**config.mk**
```make
export PLATFORM = sky130hd
export DESIGN_NAME = optical_flow_dead_reckoning_top
export DESIGN_NICKNAME = d
export VERILOG_FILES = /design/src/hdl/ofdr_pkg.sv /design/src/hdl/optical_flow_dead_reckoning_top.sv /design/src/hdl/ofdr_cordic.sv
export VERILOG_INCLUDE_DIRS = /design/src /design/src/hdl
export SDC_FILE = /design/constraint.sdc
export NUM_CORES = 2
export LEC_CHECK = 0
export BUFFER_PORTS_ARGS = -buffer_cell sky130_fd_sc_hd__buf_2
export CORE_MARGIN = 2
export CORE_UTILIZATION = 35
export CTS_CLUSTER_DIAMETER = 30
export DETAILED_ROUTE_END_ITERATION = 10
export PLACE_DENSITY = 0.52
export SYNTH_ARGS = -nofsm -noshare
export SYNTH_HDL_FRONTEND = slang
export SYNTH_SLANG_ARGS = --single-unit
```
**constraint.sdc**
```tcl
create_clock -name clk -period 16.66 [get_ports clk]
set_input_delay 1.666 -clock clk [delete_from_list [all_inputs] [get_ports clk]]
set_output_delay 1.666 -clock clk [all_outputs]
set_load 0.02 [all_outputs]
```
**src/hdl/optical_flow_dead_reckoning_top_assert.svh**
```systemverilog
// Assertion macros shared by the dead reckoning RTL.
// Each macro expects signals named clk and rst_n in the enclosing module.
`ifndef OPTICAL_FLOW_DEAD_RECKONING_TOP_ASSERT_SVH
`define OPTICAL_FLOW_DEAD_RECKONING_TOP_ASSERT_SVH

// Same-cycle implication, checked outside reset.
`define OFDR_ASSERT_IMP(name, ante, cons, msg) \
  name: assert property (@(posedge clk) disable iff (!rst_n) (ante) |-> (cons)) \
    else $error(msg);

// Next-cycle implication, checked outside reset.
`define OFDR_ASSERT_NXT(name, ante, cons, msg) \
  name: assert property (@(posedge clk) disable iff (!rst_n) (ante) |=> (cons)) \
    else $error(msg);

`endif

```
**src/hdl/ofdr_pkg.sv**
```systemverilog
// Shared types and constants for the optical flow dead reckoning block.
// No dependencies; used by ofdr_cordic and the top level.
`default_nettype none

package ofdr_pkg;

  localparam int OUT_W       = 48;  // result field width
  localparam int HEAD_W      = 32;  // binary angle width
  localparam int MMC_W       = 16;  // mm_per_count width
  localparam int APC_W       = 24;  // angle_per_count width
  localparam int CNT_W       = 8;   // sensor count width
  localparam int DMM_W       = 24;  // counts times mm_per_count, Q16 mm
  localparam int CV_W        = 40;  // CORDIC vector width, Q30 mm
  localparam int CZ_W        = 34;  // CORDIC residual angle width
  localparam int RES_W       = 26;  // rotated step rounded to Q16 mm
  localparam int CFG_ADDR_W  = 2;
  localparam int CFG_DATA_W  = 24;
  localparam int ATAN_ENTRIES = 24;
  localparam int ATAN_IDX_W  = 5;

  localparam logic [CFG_ADDR_W-1:0] CFG_MM_PER_COUNT    = 2'd0;
  localparam logic [CFG_ADDR_W-1:0] CFG_ANGLE_PER_COUNT = 2'd1;

  // input op codes
  localparam logic OP_MOVE  = 1'b0;
  localparam logic OP_CLEAR = 1'b1;

  localparam logic [MMC_W-1:0] MMC_RESET = 16'd13240;
  localparam logic [APC_W-1:0] APC_RESET = 24'd1046168;

  // CORDIC gain compensation, 0.6072529350 in Q30
  localparam logic signed [30:0] GAIN_Q30 = 31'sd652032874;

  // atan(2^-i) in binary angle units, full turn is 2^32
  localparam logic [31:0] ATAN_TAB [ATAN_ENTRIES] = '{
    32'd536870912, 32'd316933406, 32'd167458907, 32'd85004756,
    32'd42667331,  32'd21354465,  32'd10679838,  32'd5340245,
    32'd2670163,   32'd1335087,   32'd667544,    32'd333772,
    32'd166886,    32'd83443,     32'd41722,     32'd20861,
    32'd10430,     32'd5215,      32'd2608,      32'd1304,
    32'd652,       32'd326,       32'd163,       32'd81
  };

  typedef struct packed {
    logic busy;
    logic done;
  } ofdr_rot_sts_t;

endpackage

`default_nettype wire

```
**src/hdl/optical_flow_dead_reckoning_top.sv**
```systemverilog
// Top level of the optical flow dead reckoning block.
// Depends on ofdr_pkg, ofdr_cordic and the assertion macro header.
`default_nettype none
`include "optical_flow_dead_reckoning_top_assert.svh"

// One beat in, one beat out. A motion sample (op 0) turns the heading by
// dx_count * angle_per_count, adds the scaled counts to the path totals and
// moves x/y along the mid-turn heading through an iterative CORDIC.
// A motion sample waits on the CORDIC, which does one micro-rotation
// per cycle; a clear (op 1) skips the CORDIC and zeroes the path totals.
// The result sits in an output register, so the next sample is taken
// while it waits for out_ready.
// Position and path totals saturate at the signed POS_WIDTH bounds and are
// shown as their low 48 bits. Write configuration only while idle.
module optical_flow_dead_reckoning_top
  import ofdr_pkg::*;
#(
  parameter int CORDIC_STEPS = 16,
  parameter int POS_WIDTH    = 48
) (
  input  wire logic                    clk,
  input  wire logic                    rst_n,
  input  wire logic                    cfg_we,
  input  wire logic [CFG_ADDR_W-1:0]   cfg_addr,
  input  wire logic [CFG_DATA_W-1:0]   cfg_wdata,
  input  wire logic                    in_valid,
  output logic                         in_ready,
  input  wire logic                    in_op,
  input  wire logic signed [CNT_W-1:0] in_dx_count,
  input  wire logic signed [CNT_W-1:0] in_dy_count,
  output logic                         out_valid,
  input  wire logic                    out_ready,
  output logic signed [OUT_W-1:0]      out_x_pos,
  output logic signed [OUT_W-1:0]      out_y_pos,
  output logic [HEAD_W-1:0]            out_heading_out,
  output logic signed [OUT_W-1:0]      out_path_x,
  output logic signed [OUT_W-1:0]      out_path_y
);

  localparam logic signed [POS_WIDTH-1:0] POS_MAX = {1'b0, {(POS_WIDTH-1){1'b1}}};
  localparam logic signed [POS_WIDTH-1:0] POS_MIN = {1'b1, {(POS_WIDTH-1){1'b0}}};

  typedef enum logic [4:0] {
    S_IDLE = 5'b00001,
    S_PREP = 5'b00010,
    S_HEAD = 5'b00100,
    S_ROT  = 5'b01000,
    S_POS  = 5'b10000
  } state_t;

  // output hand-off is folded into S_IDLE's predecessor via a flag
  state_t                     state_r;
  logic                       out_pend_r;
  logic [MMC_W-1:0]           mm_r;
  logic [APC_W-1:0]           apc_r;
  logic                       op_r;
  logic signed [CNT_W-1:0]    dx_r;
  logic signed [CNT_W-1:0]    dy_r;
  logic signed [DMM_W-1:0]    dmx_r;
  logic signed [DMM_W-1:0]    dmy_r;
  logic [HEAD_W-1:0]          delta_r;
  logic [HEAD_W-1:0]          heading_r;
  logic signed [POS_WIDTH-1:0] pos_x_r;
  logic signed [POS_WIDTH-1:0] pos_y_r;
  logic signed [POS_WIDTH-1:0] sum_x_r;
  logic signed [POS_WIDTH-1:0] sum_y_r;
  logic                       out_valid_r;

  logic signed [DMM_W:0]      dmx_full;
  logic signed [DMM_W:0]      dmy_full;
  logic signed [HEAD_W:0]     delta_full;
  logic [HEAD_W-1:0]          mid;
  logic                       rot_start;
  ofdr_rot_sts_t              rot_sts;
  logic signed [RES_W-1:0]    rot_x;
  logic signed [RES_W-1:0]    rot_y;
  logic                       in_fire;
  logic                       out_load;

  function automatic logic signed [POS_WIDTH-1:0] sat_add(
    input logic signed [POS_WIDTH-1:0] a,
    input logic signed [POS_WIDTH-1:0] b
  );
    logic signed [POS_WIDTH:0] s;
    s = {a[POS_WIDTH-1], a} + {b[POS_WIDTH-1], b};
    if (s[POS_WIDTH] != s[POS_WIDTH-1]) begin
      return s[POS_WIDTH] ? POS_MIN : POS_MAX;
    end
    return s[POS_WIDTH-1:0];
  endfunction

  assign in_ready = (state_r == S_IDLE) && !out_pend_r;
  assign in_fire  = in_valid && in_ready;
  // push a finished result once the output register is free
  assign out_load = out_pend_r && (!out_valid_r || out_ready);

  always_comb begin
    dmx_full   = (DMM_W+1)'(dx_r) * (DMM_W+1)'($signed({1'b0, mm_r}));
    dmy_full   = (DMM_W+1)'(dy_r) * (DMM_W+1)'($signed({1'b0, mm_r}));
    delta_full = (HEAD_W+1)'(dx_r) * (HEAD_W+1)'($signed({1'b0, apc_r}));
    // heading at mid-turn: floor half of the signed delta
    mid        = heading_r + {delta_r[HEAD_W-1], delta_r[HEAD_W-1:1]};
    rot_start  = (state_r == S_HEAD);
  end

  always_ff @(posedge clk) begin
    if (!rst_n) begin
      mm_r  <= MMC_RESET;
      apc_r <= APC_RESET;
    end else if (cfg_we) begin
      case (cfg_addr)
        CFG_MM_PER_COUNT:    mm_r  <= cfg_wdata[MMC_W-1:0];
        CFG_ANGLE_PER_COUNT: apc_r <= cfg_wdata[APC_W-1:0];
        default: begin
        end
      endcase
    end
  end

  always_ff @(posedge clk) begin
    if (!rst_n) begin
      state_r    <= S_IDLE;
      out_pend_r <= 1'b0;
      heading_r  <= '0;
      pos_x_r    <= '0;
      pos_y_r    <= '0;
      sum_x_r    <= '0;
      sum_y_r    <= '0;
    end else begin
      if (out_load) begin
        out_pend_r <= 1'b0;
      end
      case (state_r)
        S_IDLE: begin
          if (in_fire) begin
            op_r    <= in_op;
            dx_r    <= in_dx_count;
            dy_r    <= in_dy_count;
            state_r <= S_PREP;
          end
        end
        S_PREP: begin
          if (op_r == OP_CLEAR) begin
            sum_x_r    <= '0;
            sum_y_r    <= '0;
            out_pend_r <= 1'b1;
            state_r    <= S_IDLE;
          end else begin
            dmx_r   <= dmx_full[DMM_W-1:0];
            dmy_r   <= dmy_full[DMM_W-1:0];
            delta_r <= delta_full[HEAD_W-1:0];
            state_r <= S_HEAD;
          end
        end
        S_HEAD: begin
          sum_x_r   <= sat_add(sum_x_r, POS_WIDTH'(dmx_r));
          sum_y_r   <= sat_add(sum_y_r, POS_WIDTH'(dmy_r));
          heading_r <= heading_r + delta_r;
          state_r   <= S_ROT;
        end
        S_ROT: begin
          if (rot_sts.done) begin
            state_r <= S_POS;
          end
        end
        S_POS: begin
          pos_x_r    <= sat_add(pos_x_r, POS_WIDTH'(rot_x));
          pos_y_r    <= sat_add(pos_y_r, POS_WIDTH'(rot_y));
          out_pend_r <= 1'b1;
          state_r    <= S_IDLE;
        end
        default: begin
          state_r <= S_IDLE;
        end
      endcase
    end
  end

  // output register: hold until taken
  logic signed [63:0] pos_x_ext;
  logic signed [63:0] pos_y_ext;
  logic signed [63:0] sum_x_ext;
  logic signed [63:0] sum_y_ext;

  always_comb begin
    pos_x_ext = 64'(pos_x_r);
    pos_y_ext = 64'(pos_y_r);
    sum_x_ext = 64'(sum_x_r);
    sum_y_ext = 64'(sum_y_r);
  end

  always_ff @(posedge clk) begin
    if (!rst_n) begin
      out_valid_r <= 1'b0;
    end else if (out_load) begin
      out_valid_r <= 1'b1;
    end else if (out_ready) begin
      out_valid_r <= 1'b0;
    end
  end

  always_ff @(posedge clk) begin
    if (out_load) begin
      out_x_pos       <= pos_x_ext[OUT_W-1:0];
      out_y_pos       <= pos_y_ext[OUT_W-1:0];
      out_heading_out <= heading_r;
      out_path_x      <= sum_x_ext[OUT_W-1:0];
      out_path_y      <= sum_y_ext[OUT_W-1:0];
    end
  end

  assign out_valid = out_valid_r;

  ofdr_cordic #(
    .CORDIC_STEPS(CORDIC_STEPS)
  ) u_cordic (
    .clk   (clk),
    .rst_n (rst_n),
    .start (rot_start),
    .dmy   (dmy_r),
    .angle (mid),
    .sts   (rot_sts),
    .rot_x (rot_x),
    .rot_y (rot_y)
  );

  `OFDR_ASSERT_NXT(a_accept_to_prep, in_fire, state_r == S_PREP, "accepted beat did not start work")
  `OFDR_ASSERT_IMP(a_done_in_rot, rot_sts.done, state_r == S_ROT, "rotator finished outside wait")
  `OFDR_ASSERT_NXT(a_heading_hold, state_r != S_HEAD, $stable(heading_r), "heading moved outside update")
  `OFDR_ASSERT_IMP(a_rot_idle_at_pos, state_r == S_POS, !rot_sts.busy, "rotator busy at position add")
  `OFDR_ASSERT_NXT(a_load_shows, out_load, out_valid_r && !out_pend_r, "result not moved to output")

endmodule

`default_nettype wire

```
**src/hdl/ofdr_cordic.sv**
```systemverilog
// Iterative CORDIC rotator: turns a forward distance by a binary angle.
// One shared shift/add unit runs one micro-rotation per cycle. Uses ofdr_pkg.
`default_nettype none
`include "optical_flow_dead_reckoning_top_assert.svh"

module ofdr_cordic
  import ofdr_pkg::*;
#(
  parameter int CORDIC_STEPS = 16
) (
  input  wire logic                     clk,
  input  wire logic                     rst_n,
  input  wire logic                     start,
  input  wire logic signed [DMM_W-1:0]  dmy,
  input  wire logic [HEAD_W-1:0]        angle,
  output ofdr_rot_sts_t                 sts,
  output logic signed [RES_W-1:0]       rot_x,
  output logic signed [RES_W-1:0]       rot_y
);

  localparam int STEP_W = $clog2(CORDIC_STEPS);
  localparam logic [STEP_W-1:0] LAST_STEP = STEP_W'(CORDIC_STEPS - 1);

  typedef enum logic [3:0] {
    C_IDLE  = 4'b0001,
    C_MUL   = 4'b0010,
    C_ITER  = 4'b0100,
    C_ROUND = 4'b1000
  } cstate_t;

  cstate_t                  state_r;
  logic [STEP_W-1:0]        step_r;
  logic signed [54:0]       prod_r;
  logic                     fold_r;
  logic signed [CV_W-1:0]   x_r;
  logic signed [CV_W-1:0]   y_r;
  logic signed [CZ_W-1:0]   z_r;
  logic                     done_r;

  logic signed [54:0]       gprod;
  logic signed [CV_W-1:0]   gx;
  logic                     fold;
  logic [HEAD_W-1:0]        ang_fold;
  logic signed [CV_W-1:0]   xs;
  logic signed [CV_W-1:0]   ys;
  logic signed [CZ_W-1:0]   atan_z;
  logic signed [CV_W-1:0]   x_rnd;
  logic signed [CV_W-1:0]   y_rnd;

  always_comb begin
    gprod    = 55'(dmy) * 55'(GAIN_Q30);
    gx       = {prod_r[54], prod_r[54:16]};
    // second and third quadrants: negate the vector, rotate by a half turn
    fold     = angle[31] ^ angle[30];
    ang_fold = {angle[31] ^ fold, angle[30:0]};
    xs       = x_r >>> step_r;
    ys       = y_r >>> step_r;
    atan_z   = $signed({2'b00, ATAN_TAB[ATAN_IDX_W'(step_r)]});
    x_rnd    = x_r + 40'sd8192;
    y_rnd    = y_r + 40'sd8192;
  end

  always_ff @(posedge clk) begin
    if (!rst_n) begin
      state_r <= C_IDLE;
      done_r  <= 1'b0;
    end else begin
      done_r <= 1'b0;
      case (state_r)
        C_IDLE: begin
          if (start) begin
            prod_r  <= gprod;
            fold_r  <= fold;
            z_r     <= CZ_W'($signed(ang_fold));
            state_r <= C_MUL;
          end
        end
        C_MUL: begin
          x_r     <= fold_r ? -gx : gx;
          y_r     <= '0;
          step_r  <= '0;
          state_r <= C_ITER;
        end
        C_ITER: begin
          if (!z_r[CZ_W-1]) begin
            x_r <= x_r - ys;
            y_r <= y_r + xs;
            z_r <= z_r - atan_z;
          end else begin
            x_r <= x_r + ys;
            y_r <= y_r - xs;
            z_r <= z_r + atan_z;
          end
          step_r <= step_r + 1'b1;
          if (step_r == LAST_STEP) begin
            state_r <= C_ROUND;
          end
        end
        C_ROUND: begin
          // round Q30 back to Q16
          rot_x   <= x_rnd[RES_W+13:14];
          rot_y   <= y_rnd[RES_W+13:14];
          done_r  <= 1'b1;
          state_r <= C_IDLE;
        end
        default: begin
          state_r <= C_IDLE;
        end
      endcase
    end
  end

  assign sts.busy = (state_r != C_IDLE);
  assign sts.done = done_r;

  `OFDR_ASSERT_IMP(a_start_when_idle, start, state_r == C_IDLE, "CORDIC started while busy")
  `OFDR_ASSERT_NXT(a_last_step_rounds, state_r == C_ITER && step_r == LAST_STEP, state_r == C_ROUND, "CORDIC missed round")
  `OFDR_ASSERT_NXT(a_done_after_round, state_r == C_ROUND, done_r && state_r == C_IDLE, "CORDIC done not raised")

endmodule

`default_nettype wire
```
==> implementation parameters <==
Parameter                              Value

Outcome
  Run status    finished, final reports clean

Power
  Cell leakage power    41.4 nW
  Highest ir drop seen on vdd    0.126 mV
  Power per cell area    116 nW/um2

Clock tree
  H-tree Lvls    4
  Setup Fix Bufs, Post-CTS    0
  Clock Path Buffers    3
  Total CTS buffers    219
  Cts repair resizes    0
  Total clock sinks    807
  Cell chosen for the clock root    sky130_fd_sc_hd__clkbuf_16
  Cts hold-fix bufs    0
  Clk slew on worst S/H paths    50 ps
  Clock tree from TritonCTS    built
  Clock network latency to the later pin of the worst-skew pair    870 ps

Yosys
  Syn avg cell area    9.32 um2
  Share of the synthesized area in the top cell type    0.201
  Share of synthesized registers carrying an async set or reset    0
  Synthesized Nets    9997
  Leading post-synthesis cells by cell area    sky130_fd_sc_hd__edfxtp_1 20%, sky130_fd_sc_hd__fa_1 15%, sky130_fd_sc_hd__ha_1 13%
  Count of unique library cells instantiated by Yosys    106
  Most used flip-flop cell after synthesis    sky130_fd_sc_hd__edfxtp_1
  EDFF count, synth    531
  Total number of yosys warnings    0
  Synthesized area    79500 um2
  Total of flip-flops plus latches after synthesis    807
  Top cells by instance count after synthesis    974 x sky130_fd_sc_hd__inv_1, 811 x sky130_fd_sc_hd__ha_1, 757 x sky130_fd_sc_hd__nand2_1
  Number of instances in the synthesized netlist    8531
  Most frequent cell after synthesis    sky130_fd_sc_hd__inv_1
  Part of the Yosys area used for sequential elements    0.270
  Cell type contributing the most total cell area after synthesis    sky130_fd_sc_hd__edfxtp_1

Timing
  Sum of negative setup slack    0 ps
  Clock period minus worst slack    7830 ps
  Pins Over Slew Limit    0
  Headroom to the max-slew limit    0.255
  Share of the clock period used by the worst path    0.470
  Setup repair after global routing missed its margin    no
  Number of endpoints with negative hold slack in the final report    0
  Clock Skews    93.1 ps
  Fmax    128 MHz
  Worst-case setup margin in the final layout    8830 ps
  Transition at the pin with the smallest max-transition slack    1110 ps
  Setup Viol. Count Final    0

Drt
  Violation count after the first detailed-routing iteration    3928
  Total number of vias    62000
  Routed Antenna Nets    0
  Pre-Repair DR Iteration Count    5
  DRC violation count after routing    0
  Detail-routed net length per standard cell    19.7 um
  Final wirelength    236000 um
  Vias per Instance    5.18

Die
  Number of placement rows    174
  Die Y    481 um
  Number of primary I/O pins    274
  Core region area    225000 um2
  Area of the die    231000 um2
  Die boundary width    481 um
  Initial core utilization    0.353

Placement
  DP Wirelength    184000 um
  Port Buffers    273
  Pre-CTS setup slack    8710 ps
  Routability-driven placement congestion ratio    0.919

Critical path
  Data required time of the critical path    17250 ps
  Buffering stage count on the worst path with inverters included    4
  Largest stage delay on the critical path    610 ps
  Crit Path Max Fanout    8
  Ordered list of cells on the worst path    ha_1 -> fa_1 -> fa_1 -> inv_1 -> fa_1 -> fa_1 -> inv_1 -> fa_1 -> inv_1 -> fa_1 -> inv_1 -> ha_1 -> a211o_1 -> a21oi_1 -> o21ai_0 -> nand2_1 -> o211ai_1 -> a311o_1 -> a21o_1 -> a21o_1 -> a311o_1 -> a221oi_1 -> o21bai_1 -> xnor2_1
  Most frequent cell on the critical path    sky130_fd_sc_hd__fa_1
  CP startpoint kind    flip-flop
  Worst path slowest cell    sky130_fd_sc_hd__edfxtp_1
  Kind of critical path    flip-flop to flip-flop
  Cell family with the largest share of critical-path delay    adder cells
  Kind of capture point of the worst setup path    flip-flop
  Critical path arrival    8420 ps

Final layout
  Fraction of layout cells with a size suffix above 1    0.100
  Number of nets in the layout    10200
  Layout area overhead    15.9%

Global routing
  First-pass GRT wire length    368000 um
  Number of global-route vias before repair    62500
  GR Overflow Total    0
  Largest net degree at the start of global routing    91
  Overall fraction of global-route tracks in use    0.202
  Antenna violations before repair    5

Min path
  Type of the worst min-delay path    flip-flop to flip-flop

Flow run
  Max-cap violations    0
## layout by cell type (no fill, tap or decap), drive strengths merged, types with 75 or more instances in the layout
master  instances
fa            607
a21oi         668
clkinv         78
and2          310
buf           330
o21ai         506
ha            811
xor2          199
nand2b        121
mux4           75
nor2          571
edfxtp        531
dfxtp         276
clkbuf        265
nand2         758
xnor2         385
nand3         141
nor3          107
inv           987
a21o          230
## routing by layer
layer	track usage	routed length, um	up-vias	share of wire
met5	0	12	-	0.000051
met4	0.0488	4840	2	0.021
met3	0.0287	10900	291	0.046
met2	0.332	110000	1487	0.46
met1	0.280	111000	30300	0.47
li1	-	-	29900	-
## worst reg2reg max path, cell delays in order, from the launching register on
cell and delay [ps]:
sky130_fd_sc_hd__edfxtp_1 610, sky130_fd_sc_hd__ha_1 610, sky130_fd_sc_hd__fa_1 520, sky130_fd_sc_hd__fa_1 560, sky130_fd_sc_hd__inv_1 60, sky130_fd_sc_hd__fa_1 480
sky130_fd_sc_hd__fa_1 540, sky130_fd_sc_hd__inv_1 60, sky130_fd_sc_hd__fa_1 530, sky130_fd_sc_hd__inv_1 70, sky130_fd_sc_hd__fa_1 490, sky130_fd_sc_hd__inv_1 40
sky130_fd_sc_hd__ha_1 320, sky130_fd_sc_hd__a211o_1 310, sky130_fd_sc_hd__a21oi_1 140, sky130_fd_sc_hd__o21ai_0 100, sky130_fd_sc_hd__nand2_1 100, sky130_fd_sc_hd__o211ai_1 140
sky130_fd_sc_hd__a311o_1 380, sky130_fd_sc_hd__a21o_1 230, sky130_fd_sc_hd__a21o_1 220, sky130_fd_sc_hd__a311o_1 410, sky130_fd_sc_hd__a221oi_1 420, sky130_fd_sc_hd__o21bai_1 120
sky130_fd_sc_hd__xnor2_1 140
## through the flow
stage          cell area (um2)  hold WS [ps]  total power [W]  utilization  std cells
5_1_grt                  92200           451           0.0114        0.409      12000
4_1_cts                  92200           425           0.0108        0.409      12000
3_3_place_gp             83900           439          0.00605        0.372      11500
6_report                 92200           438           0.0107        0.409      12000
3_5_place_dp             83900           448          0.00608        0.372      11500
2_1_floorplan            79500           417          0.00512            -       8531
## where the power goes
part,internal (W),leakage (nW),switching [W]
Sequential,0.00235,7.06,0.0000309
Clock,0.00326,3.98,0.00139
Combinational,0.00155,30.4,0.00212
## state kept, by name, summed over array words and instances, names as in the netlist, 26 cells and up
| register | cells |
|---|---|
| u_cordic.rot_x | 26 |
| out_path_x | 48 |
| sum_y_r | 48 |
| u_cordic.prod_r | 39 |
| u_cordic.z_r | 34 |
| out_path_y | 48 |
| sum_x_r | 48 |
| heading_r | 32 |
| delta_r | 32 |
| u_cordic.x_r | 40 |
| out_y_pos | 48 |
| u_cordic.rot_y | 26 |
| pos_y_r | 48 |
| out_x_pos | 48 |
| u_cordic.y_r | 40 |
| pos_x_r | 48 |
| out_heading_out | 32 |
## kinds of logic after synthesis
group | synth area share
compound gates | 0.147
xor+xnor | 0.0643
fa+ha+maj | 0.281
buf+inv | 0.0626
flops | 0.270
mux | 0.0332
simple gates | 0.142
## final timing paths
path / endpoint / startpoint / slack (ps) / cells after the start
hold reg to reg: out_path_y[23] / sum_y_r[23] / 440 / 0
setup / recovery: u_cordic.prod_r[54] / dmy_r[3] / 8830 / 24
hold / removal: out_path_y[23] / sum_y_r[23] / 440 / 0
setup reg to reg: u_cordic.prod_r[54] / dmy_r[3] / 8830 / 24
## final cells by class
class / count / area (um2)
clock buffer: 265 / 5890
inverter: 979 / 3680
fill: 22200 / 133000
sequential: 807 / 21500
tap: 2992 / 3740
antenna: 1 / 2.50
multi-input combinational: 6441 / 53200
clock inverter: 153 / 2400
timing repair buffer: 330 / 1800
Power figures use the tool's default switching activity.
